File: src/sv/csl_pkg.sv
// shared types, token codes and constants for the c subset lexer
package csl_pkg;

    // longest lexeme count kept, limited by the 5-bit length field
    localparam int MAX_LEXEME = 31;
    localparam int LEN_CAP    = (MAX_LEXEME < 31) ? MAX_LEXEME : 31;

    // token queue between front and back
    localparam int QDEPTH  = 4;
    localparam int QPTR_W  = $clog2(QDEPTH);
    localparam int QCNT_W  = $clog2(QDEPTH + 1);

    // token kind codes
    localparam logic [4:0] K_SEMI        = 5'd0;
    localparam logic [4:0] K_COMMA       = 5'd1;
    localparam logic [4:0] K_IDENT       = 5'd2;
    localparam logic [4:0] K_INCR        = 5'd3;
    localparam logic [4:0] K_PLUS_ASSIGN = 5'd4;
    localparam logic [4:0] K_ADD         = 5'd5;
    localparam logic [4:0] K_EQ_CMP      = 5'd6;
    localparam logic [4:0] K_ASSIGN      = 5'd7;
    localparam logic [4:0] K_LPAREN      = 5'd8;
    localparam logic [4:0] K_RPAREN      = 5'd9;
    localparam logic [4:0] K_LBRACE      = 5'd10;
    localparam logic [4:0] K_RBRACE      = 5'd11;
    localparam logic [4:0] K_IF          = 5'd12;
    localparam logic [4:0] K_ELSE        = 5'd13;
    localparam logic [4:0] K_WHILE       = 5'd14;
    localparam logic [4:0] K_FOR         = 5'd15;
    localparam logic [4:0] K_RETURN      = 5'd16;
    localparam logic [4:0] K_NUMBER      = 5'd17;
    localparam logic [4:0] K_END         = 5'd18;

    // input item
    typedef struct packed {
        logic [7:0] in_byte;
        logic       end_of_input;
    } t_in;

    // result item
    typedef struct packed {
        logic [4:0] token_kind;
        logic [4:0] token_length;
        logic       last_of_run;
    } t_out;

    // one token without run marking
    typedef struct packed {
        logic [4:0] kind;
        logic [4:0] length;
    } t_tok;

    // tokens caused by one input byte: one or two
    typedef struct packed {
        logic two;
        t_tok t0;
        t_tok t1;
    } t_pair;

    // queue status seen by front and back
    typedef struct packed {
        logic full;
        logic nonempty;
    } t_qstat;

endpackage

File: src/sv/csl_front.sv
// front part: scan state machine that classifies bytes into token pairs
module csl_front import csl_pkg::*; (
    input  logic  i_clk,
    input  logic  i_rst_n,
    input  logic  i_take,
    input  t_in   i_data,
    output logic  o_push,
    output t_pair o_pair
);

    typedef enum logic [5:0] {
        MODE_IDLE = 6'b000001,
        MODE_PLUS = 6'b000010,
        MODE_EQ   = 6'b000100,
        MODE_PCT  = 6'b001000,
        MODE_WORD = 6'b010000,
        MODE_NUM  = 6'b100000
    } t_mode;

    // keyword text, first byte in the low bits
    localparam logic [47:0] KW_IF     = 48'h0000_0000_6669;
    localparam logic [47:0] KW_ELSE   = 48'h0000_6573_6c65;
    localparam logic [47:0] KW_WHILE  = 48'h0065_6c69_6877;
    localparam logic [47:0] KW_FOR    = 48'h0000_0072_6f66;
    localparam logic [47:0] KW_RETURN = 48'h6e72_7574_6572;

    localparam logic [7:0] CH_SEMI   = 8'h3b;
    localparam logic [7:0] CH_COMMA  = 8'h2c;
    localparam logic [7:0] CH_LPAREN = 8'h28;
    localparam logic [7:0] CH_RPAREN = 8'h29;
    localparam logic [7:0] CH_LBRACE = 8'h7b;
    localparam logic [7:0] CH_RBRACE = 8'h7d;
    localparam logic [7:0] CH_PLUS   = 8'h2b;
    localparam logic [7:0] CH_EQ     = 8'h3d;
    localparam logic [7:0] CH_PCT    = 8'h25;

    localparam int PREFIX_BYTES = 6;

    t_mode       r_mode, n_mode;
    logic [4:0]  r_len, n_len;
    logic [47:0] r_prefix, n_prefix;

    function automatic logic [4:0] word_kind(input logic [47:0] p);
        logic [4:0] k;
        k = K_IDENT;
        if (p == KW_IF) k = K_IF;
        if (p == KW_ELSE) k = K_ELSE;
        if (p == KW_WHILE) k = K_WHILE;
        if (p == KW_FOR) k = K_FOR;
        if (p == KW_RETURN) k = K_RETURN;
        return k;
    endfunction

    logic [7:0] b;
    logic       is_letter, is_digit;
    assign b         = i_data.in_byte;
    assign is_letter = (b inside {[8'h61:8'h7a]}) || (b inside {[8'h41:8'h5a]});
    assign is_digit  = b inside {[8'h30:8'h39]};

    // scan of the byte from idle
    logic       idle_tok;
    logic [4:0] idle_kind;
    t_mode      idle_mode;
    always_comb begin
        idle_tok  = 1'b1;
        idle_kind = K_SEMI;
        idle_mode = MODE_IDLE;
        case (b)
            CH_SEMI:   idle_kind = K_SEMI;
            CH_COMMA:  idle_kind = K_COMMA;
            CH_LPAREN: idle_kind = K_LPAREN;
            CH_RPAREN: idle_kind = K_RPAREN;
            CH_LBRACE: idle_kind = K_LBRACE;
            CH_RBRACE: idle_kind = K_RBRACE;
            CH_PLUS: begin
                idle_tok  = 1'b0;
                idle_mode = MODE_PLUS;
            end
            CH_EQ: begin
                idle_tok  = 1'b0;
                idle_mode = MODE_EQ;
            end
            CH_PCT: begin
                idle_tok  = 1'b0;
                idle_mode = MODE_PCT;
            end
            default: begin
                idle_tok = 1'b0;
                if (is_letter) idle_mode = MODE_WORD;
                else if (is_digit) idle_mode = MODE_NUM;
            end
        endcase
    end

    // byte appended to a running word or number
    logic [47:0] app_prefix;
    logic [4:0]  app_len;
    always_comb begin
        app_prefix = r_prefix;
        if (r_len < 5'(PREFIX_BYTES)) begin
            for (int i = 0; i < PREFIX_BYTES; i++) begin
                if (r_len == 5'(i)) app_prefix[8*i +: 8] = b;
            end
        end else begin
            app_prefix = '0;
        end
        app_len = (r_len < 5'(LEN_CAP)) ? r_len + 5'd1 : r_len;
    end

    // first token from the pending lexeme, second from the rescan
    logic va, vb, rescan;
    t_tok ta, tb;
    always_comb begin
        va       = 1'b0;
        vb       = 1'b0;
        rescan   = 1'b0;
        ta       = '{kind: K_ADD, length: 5'd1};
        tb       = '{kind: K_END, length: 5'd0};
        n_mode   = r_mode;
        n_len    = r_len;
        n_prefix = r_prefix;
        if (i_data.end_of_input) begin
            vb = 1'b1;
            case (r_mode)
                MODE_PLUS: begin
                    va = 1'b1;
                    ta = '{kind: K_ADD, length: 5'd1};
                end
                MODE_EQ: begin
                    va = 1'b1;
                    ta = '{kind: K_ASSIGN, length: 5'd1};
                end
                MODE_PCT: begin
                    va = 1'b1;
                    ta = '{kind: K_IDENT, length: 5'd1};
                end
                MODE_WORD: begin
                    va = 1'b1;
                    ta = '{kind: word_kind(r_prefix), length: r_len};
                end
                MODE_NUM: begin
                    va = 1'b1;
                    ta = '{kind: K_NUMBER, length: r_len};
                end
                default: va = 1'b0;
            endcase
            n_mode   = MODE_IDLE;
            n_len    = '0;
            n_prefix = '0;
        end else begin
            case (r_mode)
                MODE_PLUS: begin
                    va = 1'b1;
                    if (b == CH_PLUS) begin
                        ta     = '{kind: K_INCR, length: 5'd2};
                        n_mode = MODE_IDLE;
                    end else if (b == CH_EQ) begin
                        ta     = '{kind: K_PLUS_ASSIGN, length: 5'd2};
                        n_mode = MODE_IDLE;
                    end else begin
                        ta     = '{kind: K_ADD, length: 5'd1};
                        rescan = 1'b1;
                    end
                end
                MODE_EQ: begin
                    va = 1'b1;
                    if (b == CH_EQ) begin
                        ta     = '{kind: K_EQ_CMP, length: 5'd2};
                        n_mode = MODE_IDLE;
                    end else begin
                        ta     = '{kind: K_ASSIGN, length: 5'd1};
                        rescan = 1'b1;
                    end
                end
                MODE_PCT: begin
                    va     = 1'b1;
                    ta     = '{kind: K_IDENT, length: 5'd2};
                    n_mode = MODE_IDLE;
                end
                MODE_WORD: begin
                    if (is_letter || is_digit) begin
                        n_len    = app_len;
                        n_prefix = app_prefix;
                    end else begin
                        va     = 1'b1;
                        ta     = '{kind: word_kind(r_prefix), length: r_len};
                        rescan = 1'b1;
                    end
                end
                MODE_NUM: begin
                    if (is_digit) begin
                        n_len    = app_len;
                        n_prefix = app_prefix;
                    end else begin
                        va     = 1'b1;
                        ta     = '{kind: K_NUMBER, length: r_len};
                        rescan = 1'b1;
                    end
                end
                default: rescan = 1'b1;
            endcase
            if (rescan) begin
                vb     = idle_tok;
                tb     = '{kind: idle_kind, length: 5'd1};
                n_mode = idle_mode;
                if (idle_mode == MODE_WORD || idle_mode == MODE_NUM) begin
                    n_len    = 5'd1;
                    n_prefix = {40'd0, b};
                end
            end
        end
    end

    // pack into a pair for the queue
    always_comb begin
        o_push      = i_take && (va || vb);
        o_pair.two  = va && vb;
        o_pair.t0   = va ? ta : tb;
        o_pair.t1   = tb;
    end

    // scan state
    always_ff @(posedge i_clk) begin
        if (!i_rst_n) begin
            r_mode   <= MODE_IDLE;
            r_len    <= '0;
            r_prefix <= '0;
        end else if (i_take) begin
            r_mode   <= n_mode;
            r_len    <= n_len;
            r_prefix <= n_prefix;
        end
    end

endmodule

File: src/sv/csl_queue.sv
// short token pair queue between front and back
module csl_queue import csl_pkg::*; (
    input  logic   i_clk,
    input  logic   i_rst_n,
    input  logic   i_push,
    input  t_pair  i_pair,
    input  logic   i_pop,
    output t_qstat o_stat,
    output t_pair  o_head
);

    t_pair             r_mem [QDEPTH];
    logic [QPTR_W-1:0] r_wr, r_rd;
    logic [QCNT_W-1:0] r_cnt;

    assign o_stat.full     = (r_cnt == QCNT_W'(QDEPTH));
    assign o_stat.nonempty = (r_cnt != '0);
    assign o_head          = r_mem[r_rd];

    // storage write
    always_ff @(posedge i_clk) begin
        if (i_push) r_mem[r_wr] <= i_pair;
    end

    // pointers and fill count
    always_ff @(posedge i_clk) begin
        if (!i_rst_n) begin
            r_wr  <= '0;
            r_rd  <= '0;
            r_cnt <= '0;
        end else begin
            if (i_push) r_wr <= r_wr + QPTR_W'(1);
            if (i_pop) r_rd <= r_rd + QPTR_W'(1);
            case ({i_push, i_pop})
                2'b10:   r_cnt <= r_cnt + QCNT_W'(1);
                2'b01:   r_cnt <= r_cnt - QCNT_W'(1);
                default: r_cnt <= r_cnt;
            endcase
        end
    end

endmodule

File: src/sv/csl_back.sv
// back part: output register that sends the tokens of each pair in order
module csl_back import csl_pkg::*; (
    input  logic   i_clk,
    input  logic   i_rst_n,
    input  t_qstat i_stat,
    input  t_pair  i_head,
    output logic   o_pop,
    output logic   o_out_valid,
    input  logic   i_out_stall,
    output t_out   o_out_data
);

    logic  r_busy;
    logic  r_idx;
    t_pair r_ent;
    logic  xfer, done;

    assign xfer  = r_busy && !i_out_stall;
    assign done  = xfer && (r_idx || !r_ent.two);
    assign o_pop = i_stat.nonempty && (!r_busy || done);

    assign o_out_valid             = r_busy;
    assign o_out_data.token_kind   = r_idx ? r_ent.t1.kind : r_ent.t0.kind;
    assign o_out_data.token_length = r_idx ? r_ent.t1.length : r_ent.t0.length;
    assign o_out_data.last_of_run  = r_idx || !r_ent.two;

    // pair register, no reset needed
    always_ff @(posedge i_clk) begin
        if (o_pop) r_ent <= i_head;
    end

    // output control
    always_ff @(posedge i_clk) begin
        if (!i_rst_n) begin
            r_busy <= 1'b0;
            r_idx  <= 1'b0;
        end else if (o_pop) begin
            r_busy <= 1'b1;
            r_idx  <= 1'b0;
        end else if (done) begin
            r_busy <= 1'b0;
            r_idx  <= 1'b0;
        end else if (xfer) begin
            r_idx  <= 1'b1;
        end
    end

endmodule

File: src/sv/c_subset_lexer_unit.sv
// top level of the c subset lexer: front scanner, token queue, output back end
//
// channel   direction  handshake               payload
// input     in         i_in_valid / o_in_stall  i_in_data  (t_in)
// output    out        o_out_valid / i_out_stall o_out_data (t_out)
//
// one byte is taken every cycle while the four-entry token queue has room
// a byte gives zero, one or two tokens; the back end sends one token per
// cycle while the output is not stalled, so a steady run of two-token bytes fills the queue
// a byte's tokens pass the queue and then the back end pair register before they are offered
// reset is synchronous and clears scan state, queue and output valid
// an output stall holds the token; the front stalls only when the queue is full
module c_subset_lexer_unit import csl_pkg::*; (
    input  logic i_clk,
    input  logic i_rst_n,
    input  logic i_in_valid,
    output logic o_in_stall,
    input  t_in  i_in_data,
    output logic o_out_valid,
    input  logic i_out_stall,
    output t_out o_out_data
);

    t_qstat q_stat;
    t_pair  f_pair, q_head;
    logic   f_push, q_pop, take;

    assign o_in_stall = q_stat.full;
    assign take       = i_in_valid && !o_in_stall;

    // byte scanner
    csl_front u_front (
        .i_clk   (i_clk),
        .i_rst_n (i_rst_n),
        .i_take  (take),
        .i_data  (i_in_data),
        .o_push  (f_push),
        .o_pair  (f_pair)
    );

    // token queue
    csl_queue u_queue (
        .i_clk   (i_clk),
        .i_rst_n (i_rst_n),
        .i_push  (f_push),
        .i_pair  (f_pair),
        .i_pop   (q_pop),
        .o_stat  (q_stat),
        .o_head  (q_head)
    );

    // token sender
    csl_back u_back (
        .i_clk       (i_clk),
        .i_rst_n     (i_rst_n),
        .i_stat      (q_stat),
        .i_head      (q_head),
        .o_pop       (q_pop),
        .o_out_valid (o_out_valid),
        .i_out_stall (i_out_stall),
        .o_out_data  (o_out_data)
    );

endmodule

File: config.mk
export PLATFORM = sky130hd
export DESIGN_NAME = c_subset_lexer_unit
export DESIGN_NICKNAME = d
export VERILOG_FILES = /design/src/sv/csl_pkg.sv /design/src/sv/csl_front.sv /design/src/sv/csl_queue.sv /design/src/sv/csl_back.sv /design/src/sv/c_subset_lexer_unit.sv
export SDC_FILE = /design/constraint.sdc
export NUM_CORES = 1
export LEC_CHECK = 0
export ABC_AREA = 1
export BUFFER_PORTS_ARGS = -buffer_cell sky130_fd_sc_hd__clkbuf_2
export CAP_MARGIN = 20
export CORE_MARGIN = 5
export CORE_UTILIZATION = 40
export CTS_CLUSTER_DIAMETER = 30
export DETAILED_ROUTE_END_ITERATION = 8
export GPL_TIMING_DRIVEN = 1
export HOLD_SLACK_MARGIN = 0.08
export PLACE_DENSITY = 0.55
export SKIP_CTS_REPAIR_TIMING = 1
export SLEW_MARGIN = 10
export SYNTH_ARGS = -nofsm -noshare
export SYNTH_HDL_FRONTEND = slang
export SYNTH_SLANG_ARGS = --single-unit
File: constraint.sdc
create_clock -name i_clk -period 2.71 [get_ports i_clk]
set_input_delay 0 -clock i_clk [delete_from_list [all_inputs] [get_ports i_clk]]
set_output_delay 0 -clock i_clk [all_outputs]
set_load 0.005 [all_outputs]
==> flow_summary.toml <==
[detailed_routing]
vias = 9223
wirelength_um = 30490
drc = 0
vias_per_cell = 5.362
drt_iter0_drc = 812
wire_per_inst_um = 17.73
drt-pass1-iter-count = 6
ant_nets = 0

[logic_synthesis]
synthArstFlopShare = 0
syn_area_sq_um = 9402
synth_nets = 1372
synth_cell_types = 41
synth-edff-count = 80
synth_warnings = 0
ys_seq_elements = 148
syn_avg_cell_area_sq_um = 6.969
synthesis.instances = 1349
yosysSeqAreaShare = 0.4003
synth_flop_cell = "edfxtp_1"

[cts]
clock_latency_ns = 0.43
cts.clk_slew.worst_paths_ns = 0.07
cts_root_buf = "clkbuf_16"
cts_buffer_depth = 2
cts_tree = "built"
numCtsBuffers = 17
htreeDepth = 4
clock_sink_count = 148

[placement]
dpl-instance-area_sq_um = 10040
dp_cells = 1681
dp_hpwl_um = 21400
pre_cts_ws_ns = 0.1430
numPortBuffers = 25
gp_congestion = 0.9718

[setup_path]
cp_max_fo = 5
critPathCaptureType = "flip-flop"
crit_required_ns = 2.85
r2r_cells = 14
critPathArrivalTime_ns = 2.63
r2r-start = "u_front.r_prefix[43]"
crit_type = "flip-flop to flip-flop"
start_kind = "flip-flop"
worstReg2RegEnd = "u_queue.r_mem[2][16]"
ff2ff_setup_slack_ns = 0.23

[worst_hold_path]
worstHoldPathCells = 4
worstHoldEndpoint = "u_front.r_prefix[29]"
hold_start = "i_in_data[0]"
hold_class = "primary input to flip-flop"

[global_route]
grt_max_degree = 37
grt_first_pass_wirelength_um = 48360
track_usage = 0.2307
grt_overflow_total = 0
antenna_found_initial = 1
grt_pass1_vias = 8520

[sta]
period_minus_slack_ns = 2.484
fin_crit_sh = 0.9165
worst_pin_slew_ns = 1.005
finalSetupTns_ns = 0
worst_slack_ns = 0.2263
holdWs_ns = 0.1104
fin_skew_ns = 0.01558
hold_viol = 0
slew_headroom = 0.3293
fmax_mhz = 402.6
setup_viol = 0
drv_slew = 0
rsz0062_at_grt = "false"

[pwr]
p_leak_nw = 4.320
power_density_nw_per_um2 = 618.7
power_mw = 6.642
vdd_drop_max_mv = 0.5606

[floorplan]
rows = 56
start_util = 0.4029
dieArea_sq_um = 26670
fp.coreArea_sq_um = 23330
die_x_um = 163.3
ioPinCount = 26
die_height_um = 163.3

[outcome]
status = "completed"

[final_layout]
seqCellArea_sq_um = 3767
design_area_sq_um = 10740
n_fill_cell = 2387
drive_above_1_share = 0.1243
final_cells = 1720
area_delta_synth_final_pct = 14.19
utilization = 0.4601
multiInputGateArea_sq_um = 4858
num-nets-final = 1410

[job]
drv_cap = 0
## worst max path at each step
| stage | depth (start not counted) | to | startpoint | slack (ns) |
|---|---|---|---|---|
| final | 14 | u_queue.r_mem[2][16] | u_front.r_prefix[43] | 0.23 |
| after global routing | 16 | u_queue.r_cnt[2] | u_front.r_mode[1] | 0.02 |
| after CTS | 16 | u_queue.r_cnt[2] | u_front.r_mode[2] | 0.13 |
| after detailed placement | 16 | u_queue.r_cnt[2] | u_front.r_mode[2] | 0.14 |
| after global placement | 16 | u_queue.r_cnt[2] | u_front.r_mode[4] | 0.18 |
| after floorplan | 16 | u_queue.r_cnt[2] | u_front.r_mode[2] | 0.1 |
## worst max-delay path, stage by stage, from the launching register on
cell      delay, ns
dfxtp_1        0.33
inv_1          0.13
nand2_1        0.07
nor3_1         0.31
nand2_1        0.23
inv_1          0.09
nand3_1        0.20
nor2_1         0.19
nand2_1        0.09
nand2_1        0.14
inv_1          0.08
nand3b_1       0.09
nand2_1        0.06
nand2_1        0.07
nand3_1        0.13
## power breakdown
part,internal (mW),switching [mW]
Clock,1.25,1.16
Sequential,2.67,0.0925
Combinational,0.462,1.00
Total,4.38,2.26
## flip-flops by register name, indices dropped and copies added (netlist names)
signal,count
u_queue.r_rd,2
u_back.o_out_valid,1
u_front.r_len,5
u_queue.r_mem,64
u_front.r_mode,6
u_front.r_prefix,48
u_back.r_idx,1
u_queue.r_wr,2
u_queue.r_cnt,3
u_back.r_ent,16
## cells in the final DEF, fill, tap and decap left out, drive strengths merged, types with 42 or more instances in the layout
| cell type | instances |
|---|---|
| nor2 | 219 |
| nand3 | 112 |
| clkbuf | 42 |
| buf | 65 |
| inv | 132 |
| o211ai | 62 |
| nand2 | 358 |
| dfxtp | 68 |
| a21oi | 54 |
| o21ai | 79 |
| edfxtp | 80 |
## layout make-up
| class | count | share of cell area |
|---|---|---|
| multi-input cells | 1003 | 0.4526 |
| clock buffers | 17 | 0.03963 |
| flip-flops and latches | 148 | 0.3509 |
| repair buffers | 92 | 0.05897 |
| well taps | 319 | 0.03718 |
| diodes | 1 | 0.0002331 |
| inverters | 125 | 0.04371 |
| clock inverters | 15 | 0.01678 |
## cell families (layout without fill, tap and decap cells)
group / Yosys count / after routing / synth area share
DFF: 148 / 148 / 0.4003
buffers and inverters: 198 / 249 / 0.08637
and+or+nand+nor: 768 / 768 / 0.3572
other: 0 / 1 / 0
xor gates and xnor gates: 1 / 1 / 0.0009318
AOI/OAI and AO/OA: 224 / 224 / 0.1411
adders and majority gates: 10 / 10 / 0.01411
## cells in the mapped netlist (17+ instances only)
cell type	count	area (sq um)
clkbuf_1	39	146.4
edfxtp_1	80	2402
nor2_1	209	784.5
dfxtp_1	68	1361
buf_2	22	110.1
nor3_1	25	125.1
nand2_1	344	1291
o22ai_1	17	106.4
o211ai_1	62	465.5
nand4_1	37	231.5
o21ai_0	71	355.3
inv_1	115	431.7
nand3_1	106	530.5
a21oi_1	54	270.3
## routing by layer
metal	vias up	global-route usage	wire length, um
met5	-	0	0
met2	282	0.3645	13580
met3	47	0.03129	1738
met4	0	0.06443	644
li1	4618	-	-
met1	4276	0.3322	14520
Note: power is estimated with default switching activity, not from simulation.
